`src/design/qrm_pkg.sv`:
```
// Shared widths, defaults and types for the quaternion to rotation matrix core.
package qrm_pkg;

  localparam int IN_WIDTH_DEF  = 16;
  localparam int FRAC_BITS_DEF = 14;

  // Scaled components have magnitude at most 2^15 and are held signed.
  localparam int          SC_W    = 17;
  localparam int          MAG_W   = 16;
  localparam logic [15:0] MAG_LIM = 16'd32768;
  // Products: magnitude at most 2^30.
  localparam int PROD_W  = 32;
  // Numerators: off-diagonal magnitude up to 2^32.
  localparam int NUM_W   = 34;
  // Norm and numerator magnitudes: at most 2^32.
  localparam int N_W     = 33;
  localparam int OUT_W   = 16;
  localparam int N_ENTRY = 9;

  typedef struct packed {
    logic signed [SC_W-1:0] x;
    logic signed [SC_W-1:0] y;
    logic signed [SC_W-1:0] z;
    logic signed [SC_W-1:0] w;
  } quat_t;

  typedef struct packed {
    logic [N_ENTRY-1:0][N_W-1:0] mag;
    logic [N_ENTRY-1:0]          neg;
    logic [N_W-1:0]              norm;
  } frac_t;

endpackage

```
`src/design/qrm_div.sv`:
```
// Pipelined restoring divider: floor(mag * 2^(FRAC_BITS+1) / norm), one bit per stage.
module qrm_div import qrm_pkg::*; #(
  parameter int FRAC_BITS = FRAC_BITS_DEF
) (
  input  logic                 clk_i,
  input  logic [N_W-1:0]       mag_i,
  input  logic [N_W-1:0]       norm_i,
  input  logic                 neg_i,
  output logic [FRAC_BITS+1:0] quo_o,
  output logic                 neg_o
);

  localparam int NS = FRAC_BITS + 2;

  logic [N_W-1:0]       rem_q [NS];
  logic [N_W-1:0]       den_q [NS];
  logic [FRAC_BITS+1:0] quo_q [NS];
  logic                 neg_q [NS];

  // The magnitude never exceeds the norm, so the top bit is a single compare.
  always_ff @(posedge clk_i) begin
    if (mag_i >= norm_i) begin
      rem_q[0] <= mag_i - norm_i;
      quo_q[0] <= (FRAC_BITS+2)'(1);
    end else begin
      rem_q[0] <= mag_i;
      quo_q[0] <= '0;
    end
    den_q[0] <= norm_i;
    neg_q[0] <= neg_i;
  end

  for (genvar s = 1; s < NS; s++) begin : g_stage
    logic [N_W:0] dbl;
    logic [N_W:0] dif;
    assign dbl = {rem_q[s-1], 1'b0};
    assign dif = dbl - {1'b0, den_q[s-1]};

    always_ff @(posedge clk_i) begin
      if (dbl >= {1'b0, den_q[s-1]}) begin
        rem_q[s] <= dif[N_W-1:0];
        quo_q[s] <= {quo_q[s-1][FRAC_BITS:0], 1'b1};
      end else begin
        rem_q[s] <= dbl[N_W-1:0];
        quo_q[s] <= {quo_q[s-1][FRAC_BITS:0], 1'b0};
      end
      den_q[s] <= den_q[s-1];
      neg_q[s] <= neg_q[s-1];
    end
  end

  assign quo_o = quo_q[NS-1];
  assign neg_o = neg_q[NS-1];

endmodule

```
`config.mk`:
```
export PLATFORM = sky130hd
export DESIGN_NAME = qrm_div
export DESIGN_NICKNAME = d
export VERILOG_FILES = /design/src/design/qrm_pkg.sv /design/src/design/qrm_div.sv
export SDC_FILE = /design/constraint.sdc
export NUM_CORES = 2
export LEC_CHECK = 0
export BUFFER_PORTS_ARGS = -buffer_cell sky130_fd_sc_hd__buf_4
export CAP_MARGIN = 20
export CORE_AREA = 2 2 309 311
export DETAILED_ROUTE_END_ITERATION = 10
export DIE_AREA = 0 0 311 313
export GPL_ROUTABILITY_DRIVEN = 0
export MAX_ROUTING_LAYER = met4
export PLACE_DENSITY = 0.76
export SLEW_MARGIN = 20
export SYNTH_ARGS = -nofsm -noshare
export SYNTH_HDL_FRONTEND = slang
export SYNTH_SLANG_ARGS = --single-unit
```
`constraint.sdc`:
```
create_clock -name clk_i -period 4.5 [get_ports clk_i]
set_input_delay 0.675 -clock clk_i [delete_from_list [all_inputs] [get_ports clk_i]]
set_output_delay 0.675 -clock clk_i [all_outputs]
set_load 0.02 [all_outputs]
```
# Yosys cells after proc, flatten, opt, wreduce, memory -nomap -nowiden
# Memory sizes are Yosys's and may differ from the RTL's.
# Index checks and enable logic that the tools add are counted.
# totals
inputBits,68
memories,4
reg_bits,0
word_cells,148
out_inout_bits,17
ramBits,1328
# classes
magnitude_cmp,16
n_mux,80
bitwise_logic,32
add_sub_neg,16
# memory_table
name,depth,word_bits,read_ports,rd_ports_with_merged_regs,wr,line_no,text
den_q,16,33,15,0,16,qrm_div.sv:16,logic [N_W-1:0] den_q [NS];
rem_q,16,33,15,0,16,qrm_div.sv:15,logic [N_W-1:0] rem_q [NS];
quo_q,16,16,16,0,16,qrm_div.sv:17,logic [FRAC_BITS+1:0] quo_q [NS];
neg_q,16,1,16,0,16,qrm_div.sv:18,logic neg_q [NS];
# op_table
operator,count
two-way mux 33 bit,16
subtractor 33 bit,16
greater-or-equal comparator 34 x 33 -> 1 bit,15
two-way mux 16 bit,16
two-way mux 1 bit,48
greater-or-equal comparator 33 bit,1
bitwise OR 1 bit,32

# Logic depth before layout (Yosys ltp)
# An unclocked memory read counts as a cell.
# logic_depth
depth_word,5
ltp_mapped,15

# Worst setup path before layout
# No wires, ideal clock.
# synth_path
kind,input-to-reg
start,input norm_i[19]
end,memory rem_q[0][29]
t_required_ns,4.379
setup_time_ns,0.121
slack_ns,1.037
n_path_buf,2
cell_stages,12
arrival_ns,3.343
path_cell_list,inv_1 ha_1 clkbuf_1 and3_1 nand2_1 a2111oi_0 nor2_1 o211ai_1 a21oi_1 o21ai_1 buf_2 mux2_2
# synth_rtl
element,line_no,text
start: declaration,qrm_div.sv:7,"input logic [N_W-1:0] norm_i,"
end: declaration,qrm_div.sv:15,

==> qor.txt <==
Crit Path Class -> reg -> reg
Hold_buf cts -> 0
Worst setup EP type -> flop
Largest area contributor in the netlist -> dfxtp_1
Sequential group share of total power -> 0.298
PnR worst setup slack -> 0.611 ns
CTS Buffer Depth -> 3
Max-Cap Viols -> 0
H-tree depth -> 3
Fill cells -> 7572
RSZ-0062 raised after global routing -> no
Critical Path RT -> 5.07 ns
Top post-synthesis cells by area -> dfxtp_1, ha_1, a21oi_1
Worst path max stage delay -> 0.52 ns
Die Ht -> 313 µm
Clock power frac -> 0.191
Status -> complete, no violations
Seq cells post-synth -> 1142
Initial Utilization -> 0.593
Combinational share of power -> 0.511
Total CTS buffers -> 115
Row Count -> 113
Clock Tree Root -> clkbuf_16
Clock skew -> 0.0184 ns
Dpl hpwl -> 91400 µm
Switching Power -> 0.0193 W
DRT Pass-1 Iters -> 6
Fin. max-slew vios -> 0
WL final -> 119000 µm
Initial antenna violation count -> 0
Clock sink total -> 1142
Clock latency at the later pin of the worst-skew pair -> 0.68 ns
Minimum clock period after layout -> 3.89 ns
Setup TNS Final -> 0 ns
PortBufs -> 84
Critical-path top delay cell -> o21ai_1
Final ANT Viol Nets -> 0
Routed vias -> 42300
CTS tree -> done
Synth Warn # -> 0
Most common cell after layout, fill and taps aside -> dfxtp_1
Gate Count Post-Synth -> 6060
Post-synth EDFFs -> 0
Setup violations, final -> 0
Switch share -> 0.382
Ratio of final minimum period to clock period -> 0.864
Cell family with most CP delay -> compound AO/OA/AOI/OAI gates
PD cells -> 818 mW/mm²
Most used DFF post-synth -> dfxtp_1
Global Route Usage Sum -> 0.249
Maximum vdd drop -> 420 µV
Post-cts sizing count -> 0
Share of cells above drive strength 1 -> 0.101
Drt via density -> 5.64
Mapped cell area -> 0.0559 mm²
Worst slew pin tran -> 1.01 ns
Top cell type's share of synthesized area -> 0.409
Wire length of the first global-routing pass -> 198000 µm
Post-synthesis async set-or-reset flop share -> 0
Buf+Inv Stages, Crit Path -> 2
DRT iter0 DRCs -> 2138
I/O pins -> 85
WL/cell -> 15.8 µm
Final instance area -> 0.0617 mm²
Core Footprint -> 0.0942 mm²
Slew HR -> 0.326
DR DRC count -> 0
Post-CTS setup buffers -> 0
CP max FO -> 34
Worst-path cell chain -> inv_1, ha_1, a21oi_1, o21ai_0, or3_1, o21ai_1, and4_1, nor3_1, nor2_1, o31ai_1, a211oi_4, buf_4, mux2_2
Fmax -> 0.257 GHz
Largest net degree at the start of global routing -> 59
Worst slack at placement -> 0.645 ns
Leakage power -> 28.7 nW
CP Launch Type -> flop
Clk pin slew, worst setup/hold paths -> 0.06 ns
Post-Synthesis Mean Instance Area -> 9.22 µm²
Final hold vios -> 0
CP Data Arrival Time -> 4.46 ns
Distinct cells, synth -> 82
Overflow after GRT -> 0
Area delta synth->final -> 10.4%
Pwr Total -> 0.0504 W
HP Class -> in -> reg
Hold Slack -> 0.100 ns
Post-synthesis sequential area ratio -> 0.409
Vias in the first global route -> 43400
Antenna diodes -> 0
Die width -> 311 µm
Internal cell power -> 0.0312 W
Commonest cells after routing, fill and taps aside -> dfxtp_1, a21oi_1, inv_1
Nets@finish -> 6757
Net Count, Synth -> 6670
Die Area -> 0.0973 mm²
Placed Area -> 0.0578 mm²
flip-flops by register name, indices dropped and copies added (netlist names):
signal / cells
rem_q: 495
quo_q: 136
neg_q: 16
den_q: 495
per-stage QoR:
stage | util | std cells
after detailed placement | 0.614 | 7294
after global placement | 0.614 | 7294
final | 0.655 | 7503
after CTS | 0.655 | 7502
after global routing | 0.655 | 7503
after floorplan | - | 6060
routing by layer:
metal	part of all wire	up-vias	routed length, µm	track usage
met5	0	-	0	-
met4	0.065	0	7780	0.152
met3	0.029	466	3470	0.0291
met2	0.53	1018	63100	0.480
met1	0.37	19600	44500	0.233
li1	-	21200	-	-
synth_stat cells (29+ instances only):
library cell and instances:
a21oi_1 641, xor2_1 160, o21bai_1 63, nor2b_1 90, o21ai_0 269, nand2b_1 65, a21o_1 243, nor3_1 50
a211oi_1 37, nand2_1 251, xnor2_1 252, ha_1 527, and3_1 36, clkbuf_1 109, nor2_1 458, dfxtp_1 1142
nand3_1 91, and2_1 29, inv_1 626, a31oi_1 50, mux2_2 273, nand4_1 83, o21a_1 96
logic make-up after synthesis:
| kind of cell | share of synthesized area |
|---|---|
| AOI/OAI and AO/OA | 0.184 |
| DFF | 0.409 |
| buffers and inverters | 0.0545 |
| muxes | 0.0581 |
| xor gates and xnor gates | 0.0646 |
| adders and majority gates | 0.123 |
| and+or+nand+nor | 0.106 |
power by group through the flow:
stage                     sequential [W]  combinational (W)  clock [W]
after floorplan                   0.0146             0.0205          0
after CTS                         0.0150             0.0256    0.00981
after detailed placement          0.0152             0.0252          0
final                             0.0150             0.0258    0.00961
after global placement            0.0152             0.0247          0
after global routing              0.0153             0.0286     0.0102
worst paths after layout:
check | startpoint | to | slack, ns | cells after the start
worst max-delay path | den_q[3][44]$_DFF_P_ | rem_q[8][4]$_DFF_P_ | 0.61 | 13
worst max register to register | den_q[3][44]$_DFF_P_ | rem_q[8][4]$_DFF_P_ | 0.61 | 13
worst min-delay path | norm_i[19] | den_q[0][19]$_DFF_P_ | 0.10 | 1
worst min register to register | neg_q[0][5]$_DFF_P_ | neg_q[0][6]$_DFF_P_ | 0.32 | 0
final cells by class:
class,instances,area (µm²),area share
inverter,626,2350,0.0381
timing repair buffer,126,968,0.0157
sequential,1142,22900,0.371
clock buffer,157,3230,0.0523
clock inverter,51,634,0.0103
multi-input combinational,4136,30000,0.487
tap,1265,1580,0.0257
worst register-to-register path: stages (launching register included):
cell      delay [ns]
dfxtp_1         0.34
inv_1           0.05
ha_1            0.34
a21oi_1         0.16
o21ai_0         0.11
or3_1           0.31
o21ai_1         0.52
and4_1          0.32
nor3_1          0.10
nor2_1          0.26
o31ai_1         0.16
a211oi_4        0.24
buf_4           0.42
mux2_2          0.44
(Power assumes the default switching activity.)
