**src/design/qrm_pkg.sv**
```systemverilog
// Shared widths, defaults and types for the quaternion to rotation matrix core.
package qrm_pkg;

  localparam int IN_WIDTH_DEF  = 16;
  localparam int FRAC_BITS_DEF = 14;

  // Scaled components have magnitude at most 2^15 and are held signed.
  localparam int          SC_W    = 17;
  localparam int          MAG_W   = 16;
  localparam logic [15:0] MAG_LIM = 16'd32768;
  // Products: magnitude at most 2^30.
  localparam int PROD_W  = 32;
  // Numerators: off-diagonal magnitude up to 2^32.
  localparam int NUM_W   = 34;
  // Norm and numerator magnitudes: at most 2^32.
  localparam int N_W     = 33;
  localparam int OUT_W   = 16;
  localparam int N_ENTRY = 9;

  typedef struct packed {
    logic signed [SC_W-1:0] x;
    logic signed [SC_W-1:0] y;
    logic signed [SC_W-1:0] z;
    logic signed [SC_W-1:0] w;
  } quat_t;

  typedef struct packed {
    logic [N_ENTRY-1:0][N_W-1:0] mag;
    logic [N_ENTRY-1:0]          neg;
    logic [N_W-1:0]              norm;
  } frac_t;

endpackage

```
**src/design/qrm_prep.sv**
```systemverilog
// Input register and common right shift that brings all magnitudes to at most 2^15.
module qrm_prep import qrm_pkg::*; #(
  parameter int IN_WIDTH = IN_WIDTH_DEF
) (
  input  logic                clk_i,
  input  logic [IN_WIDTH-1:0] comp_x_i,
  input  logic [IN_WIDTH-1:0] comp_y_i,
  input  logic [IN_WIDTH-1:0] comp_z_i,
  input  logic [IN_WIDTH-1:0] comp_w_i,
  output quat_t               quat_o
);

  localparam int EXT_W = (IN_WIDTH > MAG_W) ? IN_WIDTH : MAG_W;
  localparam int MAX_K = EXT_W - MAG_W;
  localparam int KW    = $clog2(MAX_K + 2);

  logic [3:0][IN_WIDTH-1:0] raw_q;
  logic [3:0][EXT_W-1:0]    ext;
  logic [EXT_W-1:0]         mx;
  logic [KW-1:0]            shamt;
  logic [3:0][SC_W-1:0]     sc;
  quat_t                    quat_d, quat_q;

  always_ff @(posedge clk_i) begin
    raw_q <= {comp_w_i, comp_z_i, comp_y_i, comp_x_i};
  end

  always_comb begin
    logic [IN_WIDTH-1:0] m;
    logic [EXT_W-1:0]    s;
    mx = '0;
    for (int i = 0; i < 4; i++) begin
      m      = raw_q[i][IN_WIDTH-1] ? (~raw_q[i] + 1'b1) : raw_q[i];
      ext[i] = EXT_W'(m);
      if (ext[i] > mx) mx = ext[i];
    end
    // Smallest shift wins: scan from the largest down.
    shamt = KW'(MAX_K);
    for (int j = MAX_K; j >= 0; j--) begin
      if ((mx >> j) <= EXT_W'(MAG_LIM)) shamt = KW'(j);
    end
    for (int i = 0; i < 4; i++) begin
      s     = ext[i] >> shamt;
      sc[i] = raw_q[i][IN_WIDTH-1] ? (SC_W'(0) - {1'b0, s[MAG_W-1:0]})
                                   : {1'b0, s[MAG_W-1:0]};
    end
    quat_d.x = sc[0];
    quat_d.y = sc[1];
    quat_d.z = sc[2];
    quat_d.w = sc[3];
  end

  always_ff @(posedge clk_i) begin
    quat_q <= quat_d;
  end

  assign quat_o = quat_q;

endmodule

```
**config.mk**
```make
export PLATFORM = sky130hd
export DESIGN_NAME = qrm_prep
export DESIGN_NICKNAME = d
export VERILOG_FILES = /design/src/design/qrm_pkg.sv /design/src/design/qrm_prep.sv
export SDC_FILE = /design/constraint.sdc
export NUM_CORES = 1
export LEC_CHECK = 0
export ABC_AREA = 1
export BUFFER_PORTS_ARGS = -buffer_cell sky130_fd_sc_hd__buf_2
export CAP_MARGIN = 20
export CORE_MARGIN = 10
export CORE_UTILIZATION = 50
export CTS_CLUSTER_SIZE = 24
export DETAILED_ROUTE_END_ITERATION = 16
export MAX_ROUTING_LAYER = met4
export PLACE_DENSITY = 0.74
export SLEW_MARGIN = 20
export SYNTH_ARGS = -nofsm -noshare
export SYNTH_HDL_FRONTEND = slang
export SYNTH_SLANG_ARGS = --single-unit
export TNS_END_PERCENT = 1
```
**constraint.sdc**
```tcl
create_clock -name clk_i -period 2.2 [get_ports clk_i]
set_clock_uncertainty 0.15 [all_clocks]
set_input_delay 0.11 -clock clk_i [delete_from_list [all_inputs] [get_ports clk_i]]
set_output_delay 0.11 -clock clk_i [all_outputs]
set_load 0.005 [all_outputs]
```
# Word-level counts from Yosys, hierarchy flattened
# Index checks and enable logic that the tools add are counted.
dict set report word_totals {
  register_bits 132
  latch_bits 0
  ram_bits 0
  rom_bits 0
  output_inout_bits 68
  memories 0
}
dict set report op_classes {
  add_sub_neg 8
  mul 0
  div 0
  magnitude_cmp 0
  n_eq_ne 0
  n_shift 0
  muxes 8
  n_bitwise 4
  reduce_logical 0
}
# cell count
set ops {}
lappend ops {{two-way mux 16 bit} 8}
lappend ops {{subtractor 1 x 16 -> 17 bit (first input constant)} 4}
lappend ops {{adder 16 x 1 -> 16 bit (second input constant)} 4}
lappend ops {{inverter 16 bit} 4}

# Longest topological paths before layout
dict set report depth {
  ltp_word 5
  depth_mapped 16
  ltp_nobuf 16
}

# Worst setup path after synthesis
# OpenSTA, ideal clock, no wires.
dict set report synth_timing {
  path_type {register -> register}
  startpoint {reg raw_q[33] in the netlist's numbering}
  endpoint {reg quat_q, in the netlist quat_o[31]}
  setup_time_ns 0.112
  arrival_time_ns 1.650
  required_time_ns 1.938
  path_slack_ns 0.287
  path_stages_with_launch 15
  period_less_slack_ns 1.913
  path_cell_list {dfxtp_1 inv_1 ha_1 nand2_1 nand2_1 inv_1 ha_1 nand3_1 nand3b_1 nor2_2 nand2_1 nand2_1 nand2_1 nand2_1 nand2_1}
}
# item line_no
set synth_rtl {}
lappend synth_rtl {{from (decl)} qrm_prep.sv:17} ;# logic [3:0][IN_WIDTH-1:0] raw_q;
lappend synth_rtl {{from (signal assigned)} qrm_prep.sv:25} ;# raw_q <= {comp_w_i, comp_z_i, comp_y_i, comp_x_i};
lappend synth_rtl {{to (signal assigned)} qrm_prep.sv:54} ;# quat_q <= quat_d;
lappend synth_rtl {{to (decl)} qrm_prep.sv:22} ;# quat_t quat_d, quat_q;

==> results.txt <==
----------------------------------------------------
[Drt]
  Via/cell ratio ... 4.68
  Drt first pass iters ... 6
  Metal2 WL ... 7080 um
  Vias ... 5902
  DR WL/cell ... 11.7 um
  Top routing layer in use ... met4
  Wire length on met3 ... 799 um
  Drt drc ... 0
  Wire length the detailed router placed on met1 ... 6640 um
  Remaining antenna violation count ... 0
  Routed wire length ... 14800 um
  DRC violation total after the first TritonRoute iteration ... 402

[Synthesis]
  Number of nets in the synthesized netlist ... 966
  Count of unique library cells instantiated by Yosys ... 25
  Synthesized instance count ... 893
  Flop and latch count out of synthesis ... 132
  Mapped Area ... 0.00615 sq mm
  Share of the yosys chip area belonging to registers ... 0.430
  Synthesis Warnings ... 0
  Syn avg cell area ... 6.88 sq um

[Floorplan]
  Floorplan row count ... 40
  I/O pins ... 133
  Die Ht ... 131 um
  Floorplan die area ... 0.0171 sq mm
  Die outline width ... 131 um
  Initial Utilization ... 0.512
  Core region area ... 0.0120 sq mm

[Status]
  Status ... finished, final reports clean

[Global route]
  Global Route Usage Sum ... 0.182
  Grt ovf ... 0
  Initial antenna violation count ... 0
  Largest net degree at the start of global routing ... 35
  Global-route wire length before repair ... 24400 um
  Number of global-route vias before repair ... 5477

[Timing]
  Slew @ Worst Pin ... 412 ps
  Final-report setup violation count ... 0
  Number of pins exceeding their max-slew limit in the final report ... 0
  Setup repair after global routing missed its margin ... yes
  Maximum clock frequency ... 487 MHz
  Tightest slew margin relative to the limit ... 0.723
  Final worst path period share ... 0.934
  Hold Fails Final Rpt ... 0
  Min Clock Period, post-route ... 2060 ps

[Clocking]
  TritonCTS buffer count ... 17
  Clock sinks ... 132
  H-tree lvl count ... 4
  CTS clk-pin slew, worst paths ... 50 ps
  Post-CTS setup-driven buffer insertion count ... 0
  CTS tree ... yes
  Clock insertion delay at the later pin of the skew report ... 420 ps
  Library cell used as clock root buffer ... clkbuf_16
  Maximum buffer depth of the clock tree ... 2

[Power and ir drop]
  Switching power ... 1.63 mW
  Internal power summed over all cells ... 5.12 mW
  Clock share of power ... 0.452
  PnR Total Power ... 6.75 mW
  PwrDens ... 813 mW/mm^2
  Share of total power in sequential cells ... 0.401
  Switch share ... 0.241
  Comb pwr share ... 0.146
  Largest vdd supply drop ... 0.532 mV
  Static leakage ... 4.34 nW

[Finish]
  Synth-to-Final Area Change ... 35.1%
  Post-layout instance count excluding filler cells ... 1260
  Antenna diode count ... 0
  Proportion of layout cells with a drive suffix above 1 ... 0.199
  # nets final ... 1173
  Util after Layout ... 0.691

[Worst setup path]
  Kind of end point of the critical path ... register
  Master of the slowest instance on the critical path ... dfxtp_1
  Buffers & Inverters on Critical Path ... 2
  Max FO, Critical Path ... 5
  Required @ worst endpoint ... 2360 ps
  Largest delay share family, worst path ... simple AND/OR/NAND/NOR gates
  Cells along the critical path ... inv_1 > ha_1 > inv_1 > nand2_1 > nand3_1 > nand2_1 > nor2_2 > nand3_1 > nor2_2 > nand2_1 > nor2_2 > nand3_1 > nand2_1 > nor2_1
  Critical path startpoint category ... register
  Worst EP arrival ... 2220 ps
  Crit Path Class ... register to register
  Critical path's largest stage delay ... 340 ps
  Most common cell on crit path ... nand2_1

[Flow run]
  Maxcap violations ... 0

[Hold path]
  Worst Hold Class ... primary input to register

[Placed design]
  Count of input and output buffers ... 132
  Placer congestion estimate ... 0.848
  Half-perimeter wire length after detailed placement ... 10600 um
  Instance count after placement with tap cells included ... 1164

----------------------------------------------------
-- cell usage in the layout (no fill, tap or decap) --
| cell type | n |
|---|---|
| ha_2 | 3 |
| nor3_1 | 1 |
| buf_2 | 132 |
| ha_4 | 1 |
| nand3b_1 | 11 |
| xnor2_1 | 14 |
| dfxtp_1 | 130 |
| nand2_2 | 12 |
| nand3_2 | 3 |
| nand2_1 | 313 |
| ha_1 | 4 |
| o21ai_1 | 2 |
| clkbuf_16 | 17 |
| nor2_1 | 101 |
| buf_12 | 3 |
| o21ai_0 | 16 |
| nand4_1 | 8 |
| nor2_2 | 18 |
| clkbuf_1 | 3 |
| clkinvlp_4 | 1 |
| clkbuf_8 | 2 |
| buf_4 | 5 |
| a21oi_1 | 11 |
| xor2_1 | 26 |
| inv_1 | 89 |
| bufinv_16 | 5 |
| nor4_1 | 1 |
| nor2_4 | 3 |
| dfxtp_2 | 2 |
| dlygate4sd3_1 | 64 |
| inv_2 | 9 |
| nand3_1 | 97 |
| clkinv_2 | 4 |
| inv_4 | 2 |
-- through the flow --
| step | worst slack (ps) | setup TNS (ps) | hold WS (ps) | cell area (sq um) |
|---|---|---|---|---|
| finish | 145 | 0 | 169 | 8300 |
| global route | -38.8 | -62.8 | 164 | 8300 |
| CTS | 104 | 0 | 153 | 8250 |
| detailed placement | 127 | 0 | 63.6 | 6970 |
| global placement | 195 | 0 | 61.9 | 6970 |
| floorplan | 287 | 0 | -12.3 | 6150 |
-- flip-flops by register name (all words and copies together), names as in the netlist --
name	count
quat_o	68
raw_q	64
-- cell usage after synthesis (all sizes together) --
cell | n | share of area
a21oi | 11 | 0.0090
buf | 16 | 0.019
dfxtp | 132 | 0.43
ha | 8 | 0.016
inv | 100 | 0.062
nand2 | 325 | 0.20
nand3 | 100 | 0.083
nand3b | 11 | 0.013
nand4 | 8 | 0.0081
nor2 | 122 | 0.084
nor3 | 1 | 0.00081
nor4 | 1 | 0.0010
o21ai | 18 | 0.015
xnor2 | 14 | 0.020
xor2 | 26 | 0.037
-- logic make-up after synthesis --
| family | count (synthesis) | share of synthesized area |
|---|---|---|
| AND/OR/NAND/NOR | 568 | 0.392 |
| flip-flops | 132 | 0.430 |
| buffers and inverters | 116 | 0.0810 |
| XOR/XNOR | 40 | 0.0570 |
| AO/OA/AOI/OAI | 29 | 0.0236 |
| adder cells (fa/ha/maj) | 8 | 0.0163 |
-- worst register-to-register path: stages, from the launching register on --
cell and delay (ps):
dfxtp_1 340, inv_1 100, ha_1 250, inv_1 70, nand2_1 50, nand3_1 100, nand2_1 90, nor2_2 150
nand3_1 100, nor2_2 160, nand2_1 100, nor2_2 110, nand3_1 70, nand2_1 60, nor2_1 40
-- power by group through the flow --
stage          Sequential, mW  Combinational, mW  Clock [mW]
6_report                 2.71              0.988        3.05
5_1_grt                  2.73               1.12        3.23
4_1_cts                  2.71              0.984        3.10
3_5_place_dp             2.76              0.888           0
3_3_place_gp             2.76              0.876           0
2_1_floorplan            2.76              0.545           0
-- worst paths after layout --
kind,from,endpoint,slack (ps),cells after the start
setup reg to reg,raw_q[48]$_DFF_P_,quat_o[15]$_DFF_P_,140,14
hold / removal,comp_y_i[15],raw_q[31]$_DFF_P_,170,2
hold reg to reg,raw_q[16]$_DFF_P_,quat_o[34]$_DFF_P_,210,0
setup / recovery,raw_q[48]$_DFF_P_,quat_o[15]$_DFF_P_,140,14
-- cell type report --
cell class / instances / area (sq um)
clock buffer: 22 / 464
timing repair buffer: 204 / 1400
fill: 962 / 3710
sequential: 132 / 2650
inverter: 100 / 380
multi-input combinational: 645 / 3050
tap: 147 / 184
clock inverter: 10 / 178
-- timing repair --
item	in CTS	in global routing
setup endpoints to repair	0	19
hold buffers	64	0
hold endpoints to repair	64	0
resized for setup	0	17
-- routing by layer --
metal | vias up | global-route usage
li1 | 3185 | -
met1 | 2552 | 0.208
met2 | 142 | 0.301
met3 | 23 | 0.0500
met4 | 0 | 0.0654
met5 | - | -
No activity file was read; power rests on OpenSTA's default activity.
